**config.mk**
```make
export PLATFORM = sky130hd
export DESIGN_NAME = ddo_ctrl
export DESIGN_NICKNAME = d
export VERILOG_FILES = /design/src/hdl/ddo_pkg.sv /design/src/hdl/ddo_ctrl.sv
export SDC_FILE = /design/constraint.sdc
export NUM_CORES = 1
export LEC_CHECK = 0
export ABC_AREA = 0
export BUFFER_PORTS_ARGS = -buffer_cell sky130_fd_sc_hd__buf_2
export CAP_MARGIN = 20
export CORE_UTILIZATION = 52
export CTS_CLUSTER_DIAMETER = 50
export DETAILED_ROUTE_END_ITERATION = 8
export MAX_ROUTING_LAYER = met4
export PLACE_DENSITY = 0.77
export RECOVER_POWER = 100
export SLEW_MARGIN = 0
export SYNTH_ARGS = -nofsm -noshare
export SYNTH_HDL_FRONTEND = slang
export SYNTH_SLANG_ARGS = --single-unit
```
**constraint.sdc**
```tcl
create_clock -name clk -period 3.8 [get_ports clk]
set_input_delay 0.76 -clock clk [delete_from_list [all_inputs] [get_ports clk]]
set_output_delay 0.76 -clock clk [all_outputs]
set_load 0.02 [all_outputs]
```
**src/hdl/ddo_pkg.sv**
```systemverilog
// Shared types, constants and the arctangent lookup function for the odometry block.
`default_nettype none
package ddo_pkg;

  localparam int IN_DATA_W  = 176;
  localparam int OUT_DATA_W = 112;
  localparam int MODE_W     = 2;
  localparam int IPD_W      = 24;
  localparam int STEP_W     = 5;

  localparam logic [MODE_W-1:0] MODE_SAMPLE = 2'd0;
  localparam logic [MODE_W-1:0] MODE_ORIGIN = 2'd1;
  localparam logic [MODE_W-1:0] MODE_SET    = 2'd2;

  localparam logic [IPD_W-1:0] IPD_RESET = 24'd258830;

  // Bearing angles in Q.8 degrees
  localparam logic signed [17:0] FULL_TURN    = 18'sd92160;
  localparam logic signed [17:0] HALF_TURN    = 18'sd46080;
  localparam logic signed [17:0] QUARTER_TURN = 18'sd23040;
  // 2^31 mod FULL_TURN, offset of the biased bearing
  localparam logic signed [17:0] BIAS_REM     = 18'sd63488;

  localparam logic signed [35:0] DEG_TO_RAD_Q40 = 36'sd19190098068;
  localparam logic signed [32:0] CORDIC_GAIN    = 33'sd652032874;

  localparam logic signed [32:0] ATAN_HEAD [10] = '{
    33'sd843314857, 33'sd497837829, 33'sd263043837, 33'sd133525159, 33'sd67021687,
    33'sd33543516,  33'sd16775851,  33'sd8388437,   33'sd4194283,   33'sd2097149
  };

  function automatic logic signed [32:0] atan_entry(input logic [STEP_W-1:0] i);
    logic signed [32:0] v;
    if (i < 5'd10) begin
      v = ATAN_HEAD[i[3:0]];
    end else if (i <= 5'd30) begin
      v = 33'sd1 <<< (5'd30 - i);
    end else begin
      v = '0;
    end
    return v;
  endfunction

  typedef struct packed {
    logic              load;
    logic              red;
    logic [2:0]        red_idx;
    logic              fold;
    logic              angle;
    logic              rotate;
    logic [STEP_W-1:0] step;
    logic              prod_lo;
    logic              prod_hi;
    logic              prod_sum;
    logic              accum;
    logic              apply;
    logic              load_out;
  } ddo_cmd_t;

endpackage
`default_nettype wire

```
**src/hdl/ddo_ctrl.sv**
```systemverilog
// Sequencing state machine for the odometry datapath.
`default_nettype none
module ddo_ctrl #(
  parameter int CORDIC_STEPS = 24
) (
  input  wire                         clk,
  input  wire                         rst,
  input  wire                         s_tvalid,
  output logic                        s_tready,
  input  wire [ddo_pkg::MODE_W-1:0]   mode,
  input  wire                         out_free,
  output ddo_pkg::ddo_cmd_t           cmd
);
  import ddo_pkg::*;

  typedef enum logic [10:0] {
    S_IDLE     = 11'b000_0000_0001,
    S_REDUCE   = 11'b000_0000_0010,
    S_FOLD     = 11'b000_0000_0100,
    S_ANGLE    = 11'b000_0000_1000,
    S_ROTATE   = 11'b000_0001_0000,
    S_PROD_LO  = 11'b000_0010_0000,
    S_PROD_HI  = 11'b000_0100_0000,
    S_PROD_SUM = 11'b000_1000_0000,
    S_ACCUM    = 11'b001_0000_0000,
    S_APPLY    = 11'b010_0000_0000,
    S_FINISH   = 11'b100_0000_0000
  } state_t;

  localparam logic [STEP_W-1:0] LAST_STEP = STEP_W'(CORDIC_STEPS - 1);

  state_t            state, state_next;
  logic [STEP_W-1:0] cnt, cnt_next;

  always_comb begin
    state_next = state;
    cnt_next   = cnt;
    unique case (state)
      S_IDLE: begin
        if (s_tvalid) begin
          if (mode == MODE_SAMPLE) begin
            state_next = S_REDUCE;
            cnt_next   = STEP_W'(7);
          end else begin
            state_next = S_APPLY;
          end
        end
      end
      S_REDUCE: begin
        if (cnt == '0) begin
          state_next = S_FOLD;
        end else begin
          cnt_next = cnt - 1'b1;
        end
      end
      S_FOLD:  state_next = S_ANGLE;
      S_ANGLE: begin
        state_next = S_ROTATE;
        cnt_next   = '0;
      end
      S_ROTATE: begin
        if (cnt == LAST_STEP) begin
          state_next = S_PROD_LO;
        end else begin
          cnt_next = cnt + 1'b1;
        end
      end
      S_PROD_LO:  state_next = S_PROD_HI;
      S_PROD_HI:  state_next = S_PROD_SUM;
      S_PROD_SUM: state_next = S_ACCUM;
      S_ACCUM:    state_next = S_FINISH;
      S_APPLY:    state_next = S_FINISH;
      S_FINISH: begin
        if (out_free) begin
          state_next = S_IDLE;
        end
      end
      default: state_next = S_IDLE;
    endcase
  end

  always_ff @(posedge clk) begin
    if (rst) begin
      state <= S_IDLE;
      cnt   <= '0;
    end else begin
      state <= state_next;
      cnt   <= cnt_next;
    end
  end

  assign s_tready = (state == S_IDLE);

  always_comb begin
    cmd          = '0;
    cmd.load     = (state == S_IDLE) && s_tvalid;
    cmd.red      = (state == S_REDUCE);
    cmd.red_idx  = cnt[2:0];
    cmd.fold     = (state == S_FOLD);
    cmd.angle    = (state == S_ANGLE);
    cmd.rotate   = (state == S_ROTATE);
    cmd.step     = cnt;
    cmd.prod_lo  = (state == S_PROD_LO);
    cmd.prod_hi  = (state == S_PROD_HI);
    cmd.prod_sum = (state == S_PROD_SUM);
    cmd.accum    = (state == S_ACCUM);
    cmd.apply    = (state == S_APPLY);
    cmd.load_out = (state == S_FINISH) && out_free;
  end

endmodule
`default_nettype wire

```
==> impl_summary.log, run 1 <==
[metrics] power dissipated by switching net loads: 0.167 mW
[metrics] FFs w/ async S/R, synth: 0%
[metrics] Sw Ratio: 36.8%
[metrics] TritonCTS clock tree: built
[metrics] count of nets left with antenna violations after detail routing: 0
[metrics] maximum fanout encountered on the critical timing path: 7
[metrics] cell row count: 16
[metrics] buffers from clock root to sink, at most: 2
[metrics] post-synthesis sequential area ratio: 29.0%
[metrics] buffers plus inverters on the worst setup path: 2
[metrics] share of post-route cells with drive strength above 1: 8.92%
[metrics] clock share of power: 25.2%
[metrics] Max Fclk: 298 MHz
[metrics] CTS H-tree depth: 1
[metrics] number of synthesis warnings: 0
[metrics] largest net degree at the start of global routing: 11
[metrics] biggest area consumer among synthesized cells: dfxtp_1
[metrics] number of buffers inserted by port buffering: 25
[metrics] length of routed wiring on met1: 1210 um
[metrics] Synth-to-Final Area Change: 9.41%
[metrics] relative contribution of sequential cells to total power: 42.4%
[metrics] final RePlAce weighted congestion: 0.826
[metrics] Finish-stage setup viols: 0
[metrics] library cell appearing most often on the critical path: or4_1
[metrics] count of maximum capacitance violations: 0
[metrics] portion of total power attributed to combinational logic: 32.4%
[metrics] CORE AREA: 1980 um2
[metrics] Worst Path Arrival: 2590 ps
[metrics] DR pass1 iterations: 4
[metrics] die height: 48.1 um
[metrics] top layer reached by signal wires: met4
[metrics] cell chosen for the clock root: clkbuf_4
[metrics] cts bufs inserted: 3
[metrics] FF+latch count, synth: 16
[metrics] overall via count from detail_route: 1120
[metrics] minimum period implied by the final worst setup slack: 3350 ps
[metrics] num ports: 26
[metrics] total leakage power: 0.446 nW
[metrics] setup total negative slack: 0 ps
[metrics] sum of met3 wire segment lengths after detailed routing: 173 um
[metrics] internal power: 0.287 mW
[metrics] floorplan die area: 2310 um2
[metrics] Critical-path top delay cell: or4_1
[metrics] sum of overflow across all layers after global routing: 0
[metrics] total setup buffers inserted after CTS: 0
[metrics] Worst Setup Path Type: flop to output port
[metrics] average wire per cell in the routed design: 14.3 um
[metrics] overall routed net length: 2630 um
[metrics] synthesized net count: 145
[metrics] Post-Route Hold Slack: 550 ps
[metrics] met2 wire len: 1240 um
[metrics] largest vdd supply drop: 273 uV
[metrics] data required time of the worst path: 3040 ps
[metrics] Clock transition at path regs: 100 ps
[metrics] area fraction of the dominant cell type after synthesis: 29.0%
[metrics] share of the clock period used by the worst path: 88.3%
[metrics] result of the run: complete, no violations
[metrics] Pins Over Slew Limit: 0
[metrics] setup clock skew after layout: 9.94 ps
[metrics] initial core utilization: 55.7%
[metrics] first-pass GRT wire length: 3740 um
[metrics] number of antenna violations at the first check in global routing: 0
[metrics] Power Dens Cells: 376 nW/um2
[metrics] number of inserted diodes: 0
[metrics] Rel. slew slack: 56.6%
[metrics] cell types occupying the most area after synthesis: dfxtp_1 (29%), nor2_1 (5.4%), a21oi_1 (4.1%)
[metrics] horizontal extent of the die: 48.1 um
[metrics] Final Hold Vio Count: 0
[metrics] via-per-instance ratio: 6.09
[metrics] predominant post-synthesis flop cell: dfxtp_1
[metrics] Worst-Margin Slew: 645 ps
[metrics] number of buffers inserted by hold repair at cts: 0
[metrics] clk_lat worst skew: 290 ps
[metrics] classification of the worst-slack hold path: flop to flop
[metrics] number of nets in the layout: 168
[metrics] post-cts sizing count: 0
[metrics] Post-synth EDFFs: 0
[metrics] half-perimeter wire length after placement: 1950 um
[metrics] endpoint type of the worst setup path: output port
[metrics] DR DRC count: 0
[metrics] number of inserted filler cells in the final layout: 188
[metrics] syn avg cell area: 8.17 um2
[metrics] Cell Area, Synth: 1100 um2
[metrics] sink count of the clock tree: 16
[metrics] number of global-route vias before repair: 861
[metrics] iteration-0 DRC count of the detailed router: 37
[metrics] delay contributed by the slowest stage of the critical path: 640 ps
[metrics] CP delay by family, top: simple AND/OR/NAND/NOR gates
[metrics] kind of launch point of the worst setup path: flop
[metrics] crit path cell chain: or4_1, or4_1, or3b_1, inv_1, clkbuf_1
[metrics] number of library cell types mapped by synthesis: 44
[metrics] GRT Overall Usage: 24.5%
[metrics] cell count after synthesis: 135
[metrics] unrepaired setup endpoints after global routing: false
[metrics] top post-synthesis cells by count: dfxtp_1 (16), nor2_1 (16), a21oi_1 (9), nor3_1 (9), nand2_1 (8)
-- state kept, by name, summed over array words and instances (netlist names) --
| signal | flops |
|---|---|
| cnt | 5 |
| state | 11 |
-- cells in the final DEF, fill, tap and decap left out, types with 5 or more instances in the layout --
master    instances
clkbuf_1         20
nor2_1           16
dfxtp_1          16
nor3_1            9
a21oi_1           9
nand2_1           8
inv_1             6
o21ai_0           6
nand4_1           5
buf_2             5
-- worst min-delay path: cells and delay by family, from the launching register on --
kind               cells  cell delay, ps
AOI/OAI and AO/OA      2             150
DFF                    1             360
-- logic make-up (layout without fill, tap and decap cells) --
kind of cell / after synthesis / in the layout / share of synthesized area, %
AOI/OAI and AO/OA: 31 / 31 / 19.6
xor gates and xnor gates: 4 / 4 / 3.18
adders and majority gates: 4 / 4 / 5.22
buffers and inverters: 13 / 35 / 6.91
DFF: 16 / 16 / 29.0
muxes: 1 / 1 / 0.907
and+or+nand+nor: 66 / 66 / 35.1
-- final timing paths --
path | startpoint | end | slack, ps | cells past startpoint
worst min-delay path | cnt[3] | cnt[3] | 550 | 2
worst max register to register | state[1] | cnt[4] | 510 | 8
worst min register to register | cnt[3] | cnt[3] | 550 | 2
worst max-delay path | state[4] | cmd[12] | 450 | 5
-- power groups by stage --
stage          clock network, mW  registers, mW  logic (mW)
2_1_floorplan                  0          0.195       0.118
3_3_place_gp                   0          0.195       0.148
3_5_place_dp                   0          0.196       0.151
4_1_cts                    0.117          0.192       0.152
5_1_grt                    0.125          0.194       0.162
6_report                   0.114          0.193       0.147
-- per-stage QoR --
step | setup WS, ps | cell area (um2) | util [%] | cells | power, mW
after floorplan | 966 | 1100 | - | 135 | 0.314
after global placement | 775 | 1210 | 61.0 | 180 | 0.342
after detailed placement | 614 | 1210 | 61.0 | 180 | 0.347
after CTS | 579 | 1240 | 62.8 | 184 | 0.460
after global routing | 323 | 1210 | 60.9 | 184 | 0.480
final | 446 | 1210 | 60.9 | 184 | 0.454
-- cell type report --
cell class              count  area (um2)  share of cell area (%)
clock buffers               4        36.3                    3.01
inverters                   6        22.5                    1.87
multi-input cells         106         694                    57.5
flip-flops and latches     16         320                    26.5
well taps                  27        33.8                    2.80
repair buffers             25         100                    8.29
-- metal layers --
metal / global-route usage [%] / vias up
li1: - / 548
met1: 31.8 / 525
met5: - / -
met4: 7.22 / 0
met2: 38.6 / 45
met3: 4.53 / 2
No activity file was read; power rests on OpenSTA's default activity.
==> inputs of run 2 (changes only) <==
--- a/config.mk
+++ b/config.mk
@@ -12,7 +12,7 @@
 export CTS_CLUSTER_DIAMETER = 50
 export DETAILED_ROUTE_END_ITERATION = 8
 export MAX_ROUTING_LAYER = met4
-export PLACE_DENSITY = 0.77
+export PLACE_DENSITY_LB_ADDON = 0.25
 export RECOVER_POWER = 100
 export SLEW_MARGIN = 0
 export SYNTH_ARGS = -nofsm -noshare
==> run 2 against run 1 <==
  * Sequential cell count unchanged
  * Non-clock buffer count unchanged
  * Combinational power about the same
  * Critical path depth decreased by 1
  * Sequential power about the same
  * Final cell count unchanged
  * Largest power group unchanged
==> impl_summary.log, run 2 (synthesis gave the netlist of run 1 again) <==
[metrics] total number of cells along the worst setup path: 4 (was 5)
[metrics] Synth-to-Final Area Change: 7.82% (was 9.41%)
[metrics] num ports: 26 (unchanged)
[metrics] TritonCTS clock tree: built (unchanged)
[metrics] buffers plus inverters on the worst setup path: 1 (was 2)
[metrics] number of nets in the layout: 168 (unchanged)
[metrics] Setup Slack @ Placement: 614 ps (about the same)
[metrics] cts bufs inserted: 3 (unchanged)
[metrics] DR DRC count: 0 (unchanged)
[metrics] final RePlAce weighted congestion: 0.863 (was 0.826)
[metrics] setup total negative slack: 0 ps (unchanged)
[metrics] setup clock skew after layout: 3.56 ps (was 9.94 ps)
[metrics] maximum fanout encountered on the critical timing path: 7 (unchanged)
[metrics] number of inserted filler cells in the final layout: 201 (was 188)
[metrics] post-cts sizing count: 0 (unchanged)
[metrics] final standard cell utilization of the core: 60.0% (was 60.9%)
[metrics] largest net degree at the start of global routing: 11 (unchanged)
[metrics] area occupied by multi-input gates: 676 um2 (was 694 um2)
[metrics] area taken by flip-flops and latches: 320 um2 (unchanged)
[metrics] first-pass GRT wire length: 3910 um (was 3740 um)
[metrics] number of flip-flops under the largest register name: 11 (unchanged)
[metrics] initial core utilization: 55.7% (unchanged)
[metrics] portion of total power attributed to combinational logic: 32.0% (was 32.4%)
[metrics] Sw Ratio: 37.1% (was 36.8%)
[metrics] share of post-route cells with drive strength above 1: 8.92% (unchanged)
[metrics] Worst Path Arrival: 2540 ps (was 2590 ps)
[metrics] Worst-Margin Slew: 619 ps (was 645 ps)
[metrics] total leakage power: 0.447 nW (was 0.446 nW)
[metrics] flop2flop setup slack: 590 ps (was 510 ps)
[metrics] die height: 48.1 um (unchanged)
[metrics] delay contributed by the slowest stage of the critical path: 640 ps (about the same)
[metrics] internal power: 0.286 mW (was 0.287 mW)
[metrics] GRT Overall Usage: 25.6% (was 24.5%)
[metrics] half-perimeter wire length after placement: 2040 um (was 1950 um)
[metrics] reg-to-reg critical path startpoint: state[1] (unchanged)
[metrics] total setup buffers inserted after CTS: 0 (unchanged)
[metrics] largest vdd supply drop: 200 uV (was 273 uV)
[metrics] endpoint type of the worst setup path: output port (unchanged)
[metrics] hold_sp: cnt[3] (unchanged)
[metrics] largest registers in the final layout: state: 11 flops, cnt: 5 flops (unchanged)
[metrics] launching element of the worst setup path: state[4] (unchanged)
[metrics] via-per-instance ratio: 6.29 (was 6.09)
[metrics] average wire per cell in the routed design: 14.9 um (was 14.3 um)
[metrics] number of cells on the worst hold path: 2 (unchanged)
[metrics] sink count of the clock tree: 16 (unchanged)
[metrics] Pins Over Slew Limit: 0 (unchanged)
[metrics] Worst Setup Slack, final: 505 ps (was 446 ps)
[metrics] kind of launch point of the worst setup path: flop (unchanged)
[metrics] Power Dens Cells: 382 nW/um2 (was 376 nW/um2)
[metrics] CORE AREA: 1980 um2 (unchanged)
[metrics] Clock transition at path regs: 100 ps (about the same)
[metrics] overall routed net length: 2740 um (was 2630 um)
[metrics] commonest non-fill, non-tap cell in the layout: clkbuf_1 (unchanged)
[metrics] DR pass1 iterations: 5 (was 4)
[metrics] share of the clock period used by the worst path: 86.7% (was 88.3%)
[metrics] Finish-stage setup viols: 0 (unchanged)
[metrics] number of inserted diodes: 0 (unchanged)
[metrics] number of global-route vias before repair: 919 (was 861)
[metrics] CTS H-tree depth: 1 (unchanged)
[metrics] library cell appearing most often on the critical path: or4_1 (unchanged)
[metrics] horizontal extent of the die: 48.1 um (unchanged)
[metrics] commonest cells after routing, fill and taps aside: clkbuf_1 (19), nor2_1 (16), dfxtp_1 (16) (was clkbuf_1 (20), nor2_1 (16), dfxtp_1 (16))
[metrics] Max Fclk: 303 MHz (was 298 MHz)
[metrics] Worst Setup Path Type: flop to output port (unchanged)
[metrics] floorplan die area: 2310 um2 (unchanged)
[metrics] count of placed standard cells including taps: 180 (unchanged)
[metrics] sum of overflow across all layers after global routing: 0 (unchanged)
[metrics] minimum period implied by the final worst setup slack: 3300 ps (was 3350 ps)
[metrics] classification of the worst-slack hold path: flop to flop (unchanged)
[metrics] Rel. slew slack: 58.4% (was 56.6%)
[metrics] count of maximum capacitance violations: 0 (unchanged)
[metrics] result of the run: complete, no violations (unchanged)
[metrics] Critical-path top delay cell: or4_1 (unchanged)
[metrics] number of buffers inserted by hold repair at cts: 0 (unchanged)
[metrics] crit path cell chain: or4_1, or4_1, nor3b_1, clkbuf_1 (was or4_1, or4_1, or3b_1, inv_1, clkbuf_1)
[metrics] number of non-filler instances in the completed layout: 184 (unchanged)
[metrics] number of buffers inserted by port buffering: 25 (unchanged)
[metrics] Final Hold Vio Count: 0 (unchanged)
[metrics] overall via count from detail_route: 1157 (was 1120)
[metrics] buffers from clock root to sink, at most: 2 (unchanged)
[metrics] CP delay by family, top: simple AND/OR/NAND/NOR gates (unchanged)
[metrics] iteration-0 DRC count of the detailed router: 46 (was 37)
[metrics] cell chosen for the clock root: clkbuf_4 (unchanged)
[metrics] power dissipated by switching net loads: 0.169 mW (was 0.167 mW)
[metrics] clock share of power: 25.6% (was 25.2%)
[metrics] cell row count: 16 (unchanged)
[metrics] relative contribution of sequential cells to total power: 42.3% (was 42.4%)
[metrics] count of nets left with antenna violations after detail routing: 0 (unchanged)
[metrics] clk_lat worst skew: 290 ps (about the same)
[metrics] data required time of the worst path: 3040 ps (about the same)
[metrics] number of antenna violations at the first check in global routing: 0 (unchanged)
[metrics] unrepaired setup endpoints after global routing: false (unchanged)
[metrics] register with the highest flop count: state (unchanged)
[metrics] worst r2r path cells: 8 (unchanged)
[run 2: layer usage]
metal  GRT usage (%)  routed length, um  up-vias  part of all wire, %
li1                -                  -      551                    -
met1            32.9               1210      554                   44
met2            38.4               1300       45                   47
met3            5.28                189        7                  6.9
met4            11.7                 38        0                  1.4
met5               -                  0        -                    0
[run 2: worst reg2reg max path: stages (launching register included)]
cell and delay [ps]:
dfxtp_1 390, nor4_1 590, nand4_1 490, fa_1 570, a21o_1 200, a21oi_1 260, nor2_1 70, a2111oi_0 400
a211oi_1 130
[run 2: final timing paths]
kind / end
min: cnt[3]
max: cmd[13]
max reg2reg: cnt[4]
min reg2reg: cnt[3]
[run 2: area by class of cell]
class	instances	area share (%)
Multi-Input combinational cell	106	56.8
Sequential cell	16	26.9
Clock buffer	4	3.05
Timing Repair Buffer	25	8.52
Inverter	6	1.89
Tap cell	27	2.84
[run 2: power by group through the flow]
| stage | logic (mW) | registers (mW) | clock network (mW) |
|---|---|---|---|
| 2_1_floorplan | 0.118 | 0.195 | 0 |
| 3_3_place_gp | 0.149 | 0.194 | 0 |
| 3_5_place_dp | 0.153 | 0.196 | 0 |
| 4_1_cts | 0.154 | 0.192 | 0.119 |
| 5_1_grt | 0.161 | 0.194 | 0.127 |
| 6_report | 0.146 | 0.193 | 0.117 |
[run 2: metrics by stage]
step	hold slack, ps	power (mW)	cell area, um2
6_report	528	0.455	1190
3_5_place_dp	518	0.349	1210
5_1_grt	566	0.482	1190
4_1_cts	537	0.465	1240
2_1_floorplan	513	0.314	1100
3_3_place_gp	522	0.343	1210
